File: src/sv/pgmf_pkg.sv
// pgmf_pkg: shared types and constants for the pcm gain/mute/fade core
// used by the interfaces, front end, queue, back end, top level and checker
// no dependencies

package pgmf_pkg;

  // field widths
  localparam int CH_W       = 3;
  localparam int SAMPLE_W   = 32;
  localparam int COEFF_W    = 16;
  localparam int FRAMES_W   = 16;
  localparam int ENV_W      = 64;
  localparam int STEP_W     = 63;
  localparam int COUNT_W    = 32;
  localparam int CFG_IDX_W  = 2;
  localparam int CFG_DATA_W = 63;

  // depth of the queue between front and back end
  localparam int QUEUE_DEPTH = 2;

  localparam logic [COEFF_W-1:0] UNITY_COEFF = 16'd1024;

  // command codes
  localparam logic CMD_SAMPLE = 1'b0;
  localparam logic CMD_COEFF  = 1'b1;

  // gain mode codes
  localparam logic [1:0] MODE_STATIC = 2'd0;
  localparam logic [1:0] MODE_MUTE   = 2'd1;
  localparam logic [1:0] MODE_FADE   = 2'd2;

  // envelope direction codes
  localparam logic DIR_UP   = 1'b0;
  localparam logic DIR_DOWN = 1'b1;

  // configuration register indexes
  localparam logic [CFG_IDX_W-1:0] REG_GAIN_MODE  = 2'd0;
  localparam logic [CFG_IDX_W-1:0] REG_ENV_DIR    = 2'd1;
  localparam logic [CFG_IDX_W-1:0] REG_FADE_STEP  = 2'd2;
  localparam logic [CFG_IDX_W-1:0] REG_WIDTH_MODE = 2'd3;

  // operation handed from front to back end
  typedef enum logic [2:0] {
    OP_COEFF  = 3'd0,
    OP_STATIC = 3'd1,
    OP_MUTE   = 3'd2,
    OP_FADE   = 3'd3,
    OP_PASS   = 3'd4
  } op_t;

  // configuration as seen by front and back end
  typedef struct packed {
    logic [1:0]        gain_mode;
    logic              envelope_dir;
    logic [STEP_W-1:0] fade_step;
    logic              wide;
  } cfg_t;

  // one queued item
  typedef struct packed {
    op_t                  op;
    logic [CH_W-1:0]      channel;
    logic [SAMPLE_W-1:0]  x;
    logic [COEFF_W-1:0]   coeff_value;
    logic                 block_end;
    logic [FRAMES_W-1:0]  block_frames;
  } entry_t;

endpackage

File: src/sv/pgmf_queue.sv
// pgmf_queue: short fifo of classified entries between front and back end
// depends on pgmf_pkg

module pgmf_queue (
  input  logic              clk,
  input  logic              rst,
  input  logic              push,
  input  pgmf_pkg::entry_t  push_data,
  output logic              full,
  input  logic              pop,
  output pgmf_pkg::entry_t  head,
  output logic              empty
);

  localparam int PTR_W = (pgmf_pkg::QUEUE_DEPTH > 1) ? $clog2(pgmf_pkg::QUEUE_DEPTH) : 1;
  localparam logic [PTR_W-1:0] LAST_PTR = PTR_W'(pgmf_pkg::QUEUE_DEPTH - 1);
  localparam logic [PTR_W:0]   FULL_CNT = (PTR_W + 1)'(pgmf_pkg::QUEUE_DEPTH);

  pgmf_pkg::entry_t entries [pgmf_pkg::QUEUE_DEPTH];
  logic [PTR_W-1:0] wr_ptr;
  logic [PTR_W-1:0] rd_ptr;
  logic [PTR_W:0]   count;

  assign full  = (count == FULL_CNT);
  assign empty = (count == '0);
  assign head  = entries[rd_ptr];

  always_ff @(posedge clk) begin
    if (push) begin
      entries[wr_ptr] <= push_data;
    end
  end

  always_ff @(posedge clk) begin
    if (rst) begin
      wr_ptr <= '0;
      rd_ptr <= '0;
      count  <= '0;
    end else begin
      if (push) begin
        wr_ptr <= (wr_ptr == LAST_PTR) ? '0 : wr_ptr + 1'b1;
      end
      if (pop) begin
        rd_ptr <= (rd_ptr == LAST_PTR) ? '0 : rd_ptr + 1'b1;
      end
      if (push && !pop) begin
        count <= count + 1'b1;
      end else if (pop && !push) begin
        count <= count - 1'b1;
      end
    end
  end

endmodule

File: config.mk
export PLATFORM = sky130hd
export DESIGN_NAME = pgmf_queue
export DESIGN_NICKNAME = d
export VERILOG_FILES = /design/src/sv/pgmf_pkg.sv /design/src/sv/pgmf_queue.sv
export SDC_FILE = /design/constraint.sdc
export NUM_CORES = 1
export LEC_CHECK = 0
export BUFFER_PORTS_ARGS = -buffer_cell sky130_fd_sc_hd__buf_4
export CAP_MARGIN = 20
export CORE_ASPECT_RATIO = 0.6
export CORE_MARGIN = 2
export CORE_UTILIZATION = 45
export CTS_BUF_LIST = sky130_fd_sc_hd__clkbuf_8
export CTS_CLUSTER_DIAMETER = 120
export DETAILED_ROUTE_END_ITERATION = 16
export PLACE_DENSITY = 0.7
export SLEW_MARGIN = 5
export SYNTH_ARGS = -nofsm -noshare
export SYNTH_HDL_FRONTEND = slang
export SYNTH_SLANG_ARGS = --single-unit
File: constraint.sdc
create_clock -name clk -period 6.65 [get_ports clk]
set_clock_uncertainty 0.1 [all_clocks]
set_input_delay 0.9975 -clock clk [delete_from_list [all_inputs] [get_ports clk]]
set_output_delay 0.9975 -clock clk [all_outputs]
set_load 0.1 [all_outputs]
==> metrics.cfg <==
[run_status]
status=completed

[logic_synthesis]
synth_xor_area_share_pct=0.654
syn_nets=319
yosys.area.top_type=edfxtp_1
netlist_area_sq_um=5360
synth-adder-area-share_pct=0.234
synthSimpleGateAreaFrac_pct=0.864
synthTopCellsByCount=edfxtp_1, mux2_2, buf_6
syn_inst=243
synth_compound_area_share_pct=0.187
synth_edf_count=142
synthTopCellsByArea=edfxtp_1, mux2_2, dfxtp_1
synth_top_family_by_area=multiplexers
async_reset_ff_share_pct=0
yosysMostFrequentCell=edfxtp_1
synth_area_per_cell_sq_um=22.0
synth_cell_types=16
yosysTopAreaCellShare_pct=79.6
ys_seq_area_share_pct=81.5
ys_seq_elements=147
synth.mux.area_fraction_pct=14.9
synthFlopType=edfxtp_1
ys_warn_count=0

[timing]
hold_violations=0
worstMarginPinSlew_ps=1000
post-route-period-util_pct=48.4
holdWs_ps=405
slew_violations=0
rsz0062_at_grt=no
period_minus_slack_ps=3220
fmax_mhz=311
setup_violations=0
relSlewSlack_pct=33.2
setup_tns_ps=0

[floorplan]
pin_count=148
dieWidth_microns=145
die-area_sq_um=12800
rows=30
core_sq_um=11400
dieHeight_microns=88.5
start_util_pct=46.8

[worst_hold_path]
hold_path_end=count[1]
hp-start=count[1]
holdCritPathClass=reg2reg
whs_path_depth=2

[clock_tree]
root_buffer=clkbuf_8
clock-sinks=147
htree_levels=4
clk_latency_ps=420
cts_max_path_buffers=2
numCtsBuffers=17
cts_setup_buffers=0
path_clk_slew_ps=80
holdBufCountCts=0
cts_tree=yes
cts_resized=0

[layout]
fin_nets=478
area_delta_synth_final_pct=31.5
n_fill_cell=857
layout-drive-gt1-share_pct=60.9
antenna_cells=0

[worst_setup_path]
critical_path_class=reg2out
path_max_fanout=71
arrival_ps=2120
cp.required_ps=5550
setup.worst_path.end_class=primary output
r2r_slack_ps=4460
rr_worst_depth=2
setup.worst_path.start_class=flop
r2r-start=wr_ptr
r2r_end=entries[0][32]

[grt]
globalRouteOverflowTotal=0
grt_max_degree=72
grt_usage_pct=15.5
grt_pass1_wl_mm=14.3
grt_pass1_vias=2800
antenna_found_initial=0

[place]
gp_congestion=0.706
hpwl_mm=6.10
port_buffers=147

[job]
drv_cap=0

[detailed_routing]
drtAntennaViolNets=0
avgViaCountPerCell=4.72
wl_per_cell_microns=17.0
vias=2707
drc=0
dr.first_iter.drc_count=139
dr.pass1.iters=4
wirelength_mm=9.77

[power]
total_power_mw=2.47
ir_worst_vdd_mv=0.222
power.density_nw_per_um2=350
leakagePower_nw=2.64

-- worst max path at each step --
stage,start,endpoint,depth (start not counted)
6_report,flop,head[32],2
5_1_grt,flop,head[32],2
4_1_cts,flop,head[32],2
3_5_place_dp,push,entries[0][46],3
3_3_place_gp,push,entries[0][46],3
2_1_floorplan,push,entries[0][0],1
-- cells by family (layout without fill, tap and decap cells) --
logic type / Yosys count / count (layout)
DFF: 147 / 147
muxes: 71 / 71
and+or+nand+nor: 9 / 9
buffers and inverters: 9 / 180
xor gates and xnor gates: 4 / 4
AOI/OAI and AO/OA: 2 / 2
adders and majority gates: 1 / 1
-- power breakdown --
group          leakage (nW)  internal [mW]  total, mW  switching (mW)
registers              1.37           1.08       1.11          0.0301
clock network         0.225          0.445      0.770           0.326
logic                  1.04          0.143      0.588           0.445
total                  2.64           1.67       2.47           0.801
-- critical path, cell delays in order (launching register included) --
cell and delay (ps):
dfxtp_4 990, mux2_2 450, buf_4 240
-- registers in the layout, indices dropped and copies added (netlist names), named ones only --
name     cells
entries    142
count        2
wr_ptr       1
rd_ptr       1
-- per-layer routing --
layer	wire length (microns)	GRT usage [%]	up-vias
met3	985	7.52	8
met2	4290	22.5	114
met1	4450	20.5	1315
met4	50	5.83	0
met5	0	0	-
li1	-	-	1270
-- through the flow --
stage	cell area [sq um]	cells	setup WS, ps	utilization, %
after CTS	7040	574	3370	61.5
after global placement	6600	543	3610	57.6
after floorplan	5360	243	1930	-
after global routing	7040	574	3300	61.5
final	7040	574	3430	61.5
after detailed placement	6600	543	3620	57.6
-- area by class of cell --
| class | instances | area (sq um) | share of cell area (%) |
|---|---|---|---|
| repair buffers | 148 | 1110 | 15.8 |
| inverters | 1 | 3.75 | 0.0533 |
| clock inverters | 14 | 213 | 3.02 |
| multi-input cells | 87 | 913 | 13.0 |
| clock buffers | 17 | 234 | 3.32 |
| well taps | 160 | 200 | 2.84 |
| flip-flops and latches | 147 | 4370 | 62.0 |
-- placed cells by master, fill, tap and decap left out --
cell type	n
clkinvlp_4	2
nor2_1	5
mux2_2	71
clkinv_4	2
clkinv_2	1
xor2_1	2
inv_6	2
ha_1	1
xnor2_1	2
bufinv_16	5
buf_4	148
edfxtp_1	142
dfxtp_4	1
o21ai_0	1
clkbuf_8	17
and2_4	1
nor2b_4	1
inv_1	3
a21oi_1	1
dfxtp_1	4
and2b_2	1
or3_1	1
(Power assumes the default switching activity.)
