[config.mk]
export PLATFORM = sky130hd
export DESIGN_NAME = pgmf_front_flat
export DESIGN_NICKNAME = d
export VERILOG_FILES = /design/src/sv/pgmf_pkg.sv /design/src/sv/pgmf_in_if.sv /design/src/sv/pgmf_front.sv /design/src/flat_wrapper.sv
export SDC_FILE = /design/constraint.sdc
export NUM_CORES = 1
export LEC_CHECK = 0
export BUFFER_PORTS_ARGS = -buffer_cell sky130_fd_sc_hd__buf_4
export CORE_AREA = 2 2 82 84
export DETAILED_ROUTE_END_ITERATION = 8
export DIE_AREA = 0 0 84 86
export PLACE_DENSITY = 0.52
export SETUP_SLACK_MARGIN = 0.5
export SLEW_MARGIN = 10
export SYNTH_ARGS = -nofsm -noshare
export SYNTH_HDL_FRONTEND = slang
export SYNTH_SLANG_ARGS = --single-unit
[constraint.sdc]
create_clock -name vclk -period 2
set_input_delay 0.3 -clock vclk [all_inputs]
set_output_delay 0.3 -clock vclk [all_outputs]
set_load 0.01 [all_outputs]
[src/sv/pgmf_pkg.sv]
// pgmf_pkg: shared types and constants for the pcm gain/mute/fade core
// used by the interfaces, front end, queue, back end, top level and checker
// no dependencies

package pgmf_pkg;

  // field widths
  localparam int CH_W       = 3;
  localparam int SAMPLE_W   = 32;
  localparam int COEFF_W    = 16;
  localparam int FRAMES_W   = 16;
  localparam int ENV_W      = 64;
  localparam int STEP_W     = 63;
  localparam int COUNT_W    = 32;
  localparam int CFG_IDX_W  = 2;
  localparam int CFG_DATA_W = 63;

  // depth of the queue between front and back end
  localparam int QUEUE_DEPTH = 2;

  localparam logic [COEFF_W-1:0] UNITY_COEFF = 16'd1024;

  // command codes
  localparam logic CMD_SAMPLE = 1'b0;
  localparam logic CMD_COEFF  = 1'b1;

  // gain mode codes
  localparam logic [1:0] MODE_STATIC = 2'd0;
  localparam logic [1:0] MODE_MUTE   = 2'd1;
  localparam logic [1:0] MODE_FADE   = 2'd2;

  // envelope direction codes
  localparam logic DIR_UP   = 1'b0;
  localparam logic DIR_DOWN = 1'b1;

  // configuration register indexes
  localparam logic [CFG_IDX_W-1:0] REG_GAIN_MODE  = 2'd0;
  localparam logic [CFG_IDX_W-1:0] REG_ENV_DIR    = 2'd1;
  localparam logic [CFG_IDX_W-1:0] REG_FADE_STEP  = 2'd2;
  localparam logic [CFG_IDX_W-1:0] REG_WIDTH_MODE = 2'd3;

  // operation handed from front to back end
  typedef enum logic [2:0] {
    OP_COEFF  = 3'd0,
    OP_STATIC = 3'd1,
    OP_MUTE   = 3'd2,
    OP_FADE   = 3'd3,
    OP_PASS   = 3'd4
  } op_t;

  // configuration as seen by front and back end
  typedef struct packed {
    logic [1:0]        gain_mode;
    logic              envelope_dir;
    logic [STEP_W-1:0] fade_step;
    logic              wide;
  } cfg_t;

  // one queued item
  typedef struct packed {
    op_t                  op;
    logic [CH_W-1:0]      channel;
    logic [SAMPLE_W-1:0]  x;
    logic [COEFF_W-1:0]   coeff_value;
    logic                 block_end;
    logic [FRAMES_W-1:0]  block_frames;
  } entry_t;

endpackage

[src/sv/pgmf_in_if.sv]
// pgmf_in_if: input channel of the pcm gain/mute/fade core
// valid/ready handshake with the input item fields; depends on pgmf_pkg

interface pgmf_in_if;
  logic                                valid;
  logic                                ready;
  logic                                cmd;
  logic [pgmf_pkg::CH_W-1:0]           channel;
  logic signed [pgmf_pkg::SAMPLE_W-1:0] sample_in;
  logic signed [pgmf_pkg::COEFF_W-1:0] coeff_value;
  logic                                block_end;
  logic [pgmf_pkg::FRAMES_W-1:0]       block_frames;

  modport source (
    output valid, cmd, channel, sample_in, coeff_value, block_end, block_frames,
    input  ready
  );
  modport sink (
    input  valid, cmd, channel, sample_in, coeff_value, block_end, block_frames,
    output ready
  );
endinterface

[src/sv/pgmf_front.sv]
// pgmf_front: accepts input transactions and classifies them into queue entries
// depends on pgmf_pkg and pgmf_in_if

module pgmf_front (
  input  logic              rst,
  input  pgmf_pkg::cfg_t    cfg,
  pgmf_in_if.sink           in,
  input  logic              q_full,
  output logic              push,
  output pgmf_pkg::entry_t  push_data
);

  pgmf_pkg::op_t op;

  assign in.ready = !q_full && !rst;
  assign push     = in.valid && in.ready;

  always_comb begin
    if (in.cmd == pgmf_pkg::CMD_COEFF) begin
      op = pgmf_pkg::OP_COEFF;
    end else begin
      case (cfg.gain_mode)
        pgmf_pkg::MODE_STATIC: op = pgmf_pkg::OP_STATIC;
        pgmf_pkg::MODE_MUTE:   op = pgmf_pkg::OP_MUTE;
        pgmf_pkg::MODE_FADE:   op = pgmf_pkg::OP_FADE;
        default:               op = pgmf_pkg::OP_PASS;
      endcase
    end
  end

  always_comb begin
    push_data.op           = op;
    push_data.channel      = in.channel;
    // sixteen-bit mode keeps only the low half, sign extended
    push_data.x            = cfg.wide ? in.sample_in
                                      : {{16{in.sample_in[15]}}, in.sample_in[15:0]};
    push_data.coeff_value  = in.coeff_value;
    push_data.block_end    = in.block_end;
    push_data.block_frames = in.block_frames;
  end

endmodule

[src/flat_wrapper.sv]
// flat-port wrapper written by rule: the top's interface ports become plain ports
module pgmf_front_flat 
  (rst, cfg, q_full, push, push_data, in_valid, in_cmd, in_channel, in_sample_in, in_coeff_value, in_block_end, in_block_frames, in_ready);
  pgmf_in_if in_i ();
  input  logic rst;
  input  pgmf_pkg::cfg_t cfg;
  input  logic q_full;
  output logic push;
  output pgmf_pkg::entry_t push_data;
  input wire logic [$bits(in_i.valid)-1:0] in_valid;
  input wire logic [$bits(in_i.cmd)-1:0] in_cmd;
  input wire logic [$bits(in_i.channel)-1:0] in_channel;
  input wire logic [$bits(in_i.sample_in)-1:0] in_sample_in;
  input wire logic [$bits(in_i.coeff_value)-1:0] in_coeff_value;
  input wire logic [$bits(in_i.block_end)-1:0] in_block_end;
  input wire logic [$bits(in_i.block_frames)-1:0] in_block_frames;
  output wire logic [$bits(in_i.ready)-1:0] in_ready;
  assign in_i.valid = in_valid;
  assign in_i.cmd = in_cmd;
  assign in_i.channel = in_channel;
  assign in_i.sample_in = in_sample_in;
  assign in_i.coeff_value = in_coeff_value;
  assign in_i.block_end = in_block_end;
  assign in_i.block_frames = in_block_frames;
  assign in_ready = in_i.ready;
  pgmf_front u_core (.rst(rst), .cfg(cfg), .in(in_i), .q_full(q_full), .push(push), .push_data(push_data));
endmodule
==> parameters.txt <==
Parameter                              Value

Status
  Status    finished, final reports clean

Synthesis
  Area fraction in compound gates after synthesis    0%
  Proportion of synthesized area in mux cells    0%
  Mapped cell area    around 640 µm²
  Top cells by area, synth    sky130_fd_sc_hd__buf_4, sky130_fd_sc_hd__nand2_1, sky130_fd_sc_hd__ha_1, sky130_fd_sc_hd__buf_6, sky130_fd_sc_hd__nand2b_4
  Top cells by count, synth    sky130_fd_sc_hd__buf_4, sky130_fd_sc_hd__nand2_1, sky130_fd_sc_hd__buf_6, sky130_fd_sc_hd__ha_1
  Sequential fraction of the synthesis area    0%
  Count of different cell masters after synthesis    12
  Syn_nets    roughly 240
  Synth Area in Simple Gates    about a quarter
  Share of the synthesized area in the top cell type    about three fifths
  Warnings from Yosys    0
  Post-Synthesis Mean Instance Area    ~6.4 µm²
  Adder-cell share of the synthesized area    approximately 5.8%
  Cell taking the most area after synthesis    sky130_fd_sc_hd__buf_4
  Synthesized instance count    100
  Fraction of synthesized cell area in xor and xnor cells    0%
  Leading cell type by number of instances after synthesis    sky130_fd_sc_hd__buf_4
  Largest family of logic cells by synthesized area    buffers and inverters

STA
  Smallest setup slack after layout    approximately 0.73 ns
  Final Cycle Share    approximately 64%
  Upper clock frequency limit    0.7870 GHz
  Count of final max-slew check failures    0
  Setup TNS Final    0 ns
  Final Setup Violations    0
  Period minus WS final    1.271 ns
  Worst slew margin relative to its limit    between 80% and 90%
  Hold violation total from the final report    0
  Tightest Pin Transition    between 0.15 and 0.2 ns
  Setup repair after global routing missed its margin    no

Cells and area
  Fill cell count    739
  Layout Cells excl Fill    167
  Layout cells sized above 1    ~53%
  Utilization after layout    10.42%
  Layout overhead on the synthesized area    1.949%
  Final instance area    654.4 µm²
  Total Nets Final    about 230
  Clock buffer count    0
  Sequential cell area in the final layout    0 µm²
  Number of antenna diodes    0
  Sequential cell count    0

Routing
  Top routing layer in use    met4
  Routed metal-1 wirelength    390 µm
  DRC violation count after routing    0
  Average via count per standard cell    slightly below 3
  Total wire length after detailed routing    roughly 1800 µm
  Number of DRC markers after the initial detailed-route iteration    2
  Met2 wirelength from detailed routing    around 660 µm
  Remaining antenna violation count    0
  1st-pass router iterations    2
  Detailed-route via count    about 490
  Routed length on met3    ~570 µm
  Wire length per cell    around 10 µm

Clock tree
  Number of buffers added to fix hold violations after cts    0
  Post-CTS Setup Bufs    0
  Count of cells resized by post-cts repair    0

Die
  Initial Util    around a tenth
  Die ar.    7224 µm²
  Core Footprint    about 6300 µm²
  Floorplan die height    around 86 µm
  Width of the die    approximately 84 µm
  Row cnt    29
  I/O pin count    between 200 and 250

Placement
  Placed Cells incl. Taps    167
  Count of buffers inserted at the top-level ports    46
  Post-DP HPWL    around 1600 µm
  Worst slack after detailed placement    about 0.7 ns
  Post-Place Cell Area    around 650 µm²
  Routability Congestion    about 0.59

Setup path
  Kind of end point of the critical path    output port
  Crit path top cell by count    sky130_fd_sc_hd__buf_4
  Slowest cell on the critical path    sky130_fd_sc_hd__ha_1
  Family of cells with the greatest summed delay on the critical path    buffers and inverters
  Type of element launching the critical path    input port
  Path type of the worst setup path    input port to output port
  CP max stage delay    between 0.2 and 0.25 ns
  Worst path depth    5
  Crit path required time    around 1.7 ns
  Worst Path Arrival    0.97 ns
  Critical Path, Cell by Cell    buf_4, inv_1, ha_1, nor2b_1, buf_4
  Buffers plus inverters on the worst setup path    3
  Biggest fanout along the worst timing path    2

Power
  Maximum ir drop on the vdd rail    about 0.044 mV
  Power density of the placed cells    214.1 nW/µm²
  P_leak    between 0.3 and 0.4 nW

Worst hold path
  Path category of the worst min-delay check    input port to output port
  Cell depth of the worst hold path    0

GRT
  First-pass GRT wire length    between 2000 and 2500 µm
  Overflow left after global routing    0
  Total global routing track utilization    just over 4%
  Maximum number of pins on one net before global-route repair    18
  Number of global-route vias before repair    442
  Initial antenna violation count    0

Run
  # Max-Cap Violations    0
[cells in the final DEF, fill, tap and decap left out]
| master | synthesis | final |
|---|---|---|
| sky130_fd_sc_hd__inv_1 | 2 | 2 |
| sky130_fd_sc_hd__nor3_1 | 1 | 1 |
| sky130_fd_sc_hd__ha_1 | 3 | 3 |
| sky130_fd_sc_hd__nand2_2 | 1 | 1 |
| sky130_fd_sc_hd__nand2b_4 | 1 | 1 |
| sky130_fd_sc_hd__nor2_1 | 2 | 2 |
| sky130_fd_sc_hd__nand2_1 | 31 | 31 |
| sky130_fd_sc_hd__buf_4 | 52 | 46 |
| sky130_fd_sc_hd__nor2b_1 | 2 | 2 |
| sky130_fd_sc_hd__and2_1 | 1 | 1 |
[worst paths after layout]
check,from,end
max,cfg[65],push_data[69]
min,in_coeff_value[3],push_data[20]
[power breakdown]
part	switching (mW)	total (mW)	internal, mW
registers	0	0	0
logic	0.0596	0.140	0.0805
clock network	0	0	0
[cell families (layout without fill, tap and decap cells)]
kind of cell,after synthesis,count (layout)
and+or+nand+nor,39,39
buffers and inverters,58,48
adders and majority gates,3,3
[metrics by stage]
stage	hold slack, ns	power, mW
final	0.6000	0.1401
after global routing	0.6000	0.1549
after CTS	0.6001	0.1431
after detailed placement	0.6001	0.1429
after global placement	0.6001	0.1407
after floorplan	0.6464	0.1648
[layer usage]
layer	track usage [%]	vias up
li1	-	224
met1	2.973	182
met2	6.255	59
met3	4.524	20
met4	3.079	0
met5	0	-
[layout make-up]
class | count | area [µm²] | area share (%)
Inverter | 2 | 7.507 | 1.147
Multi-Input combinational cell | 42 | 205.2 | 31.36
Tap cell | 77 | 96.34 | 14.72
Timing Repair Buffer | 46 | 345.3 | 52.77
No activity file was read; power rests on OpenSTA's default activity.
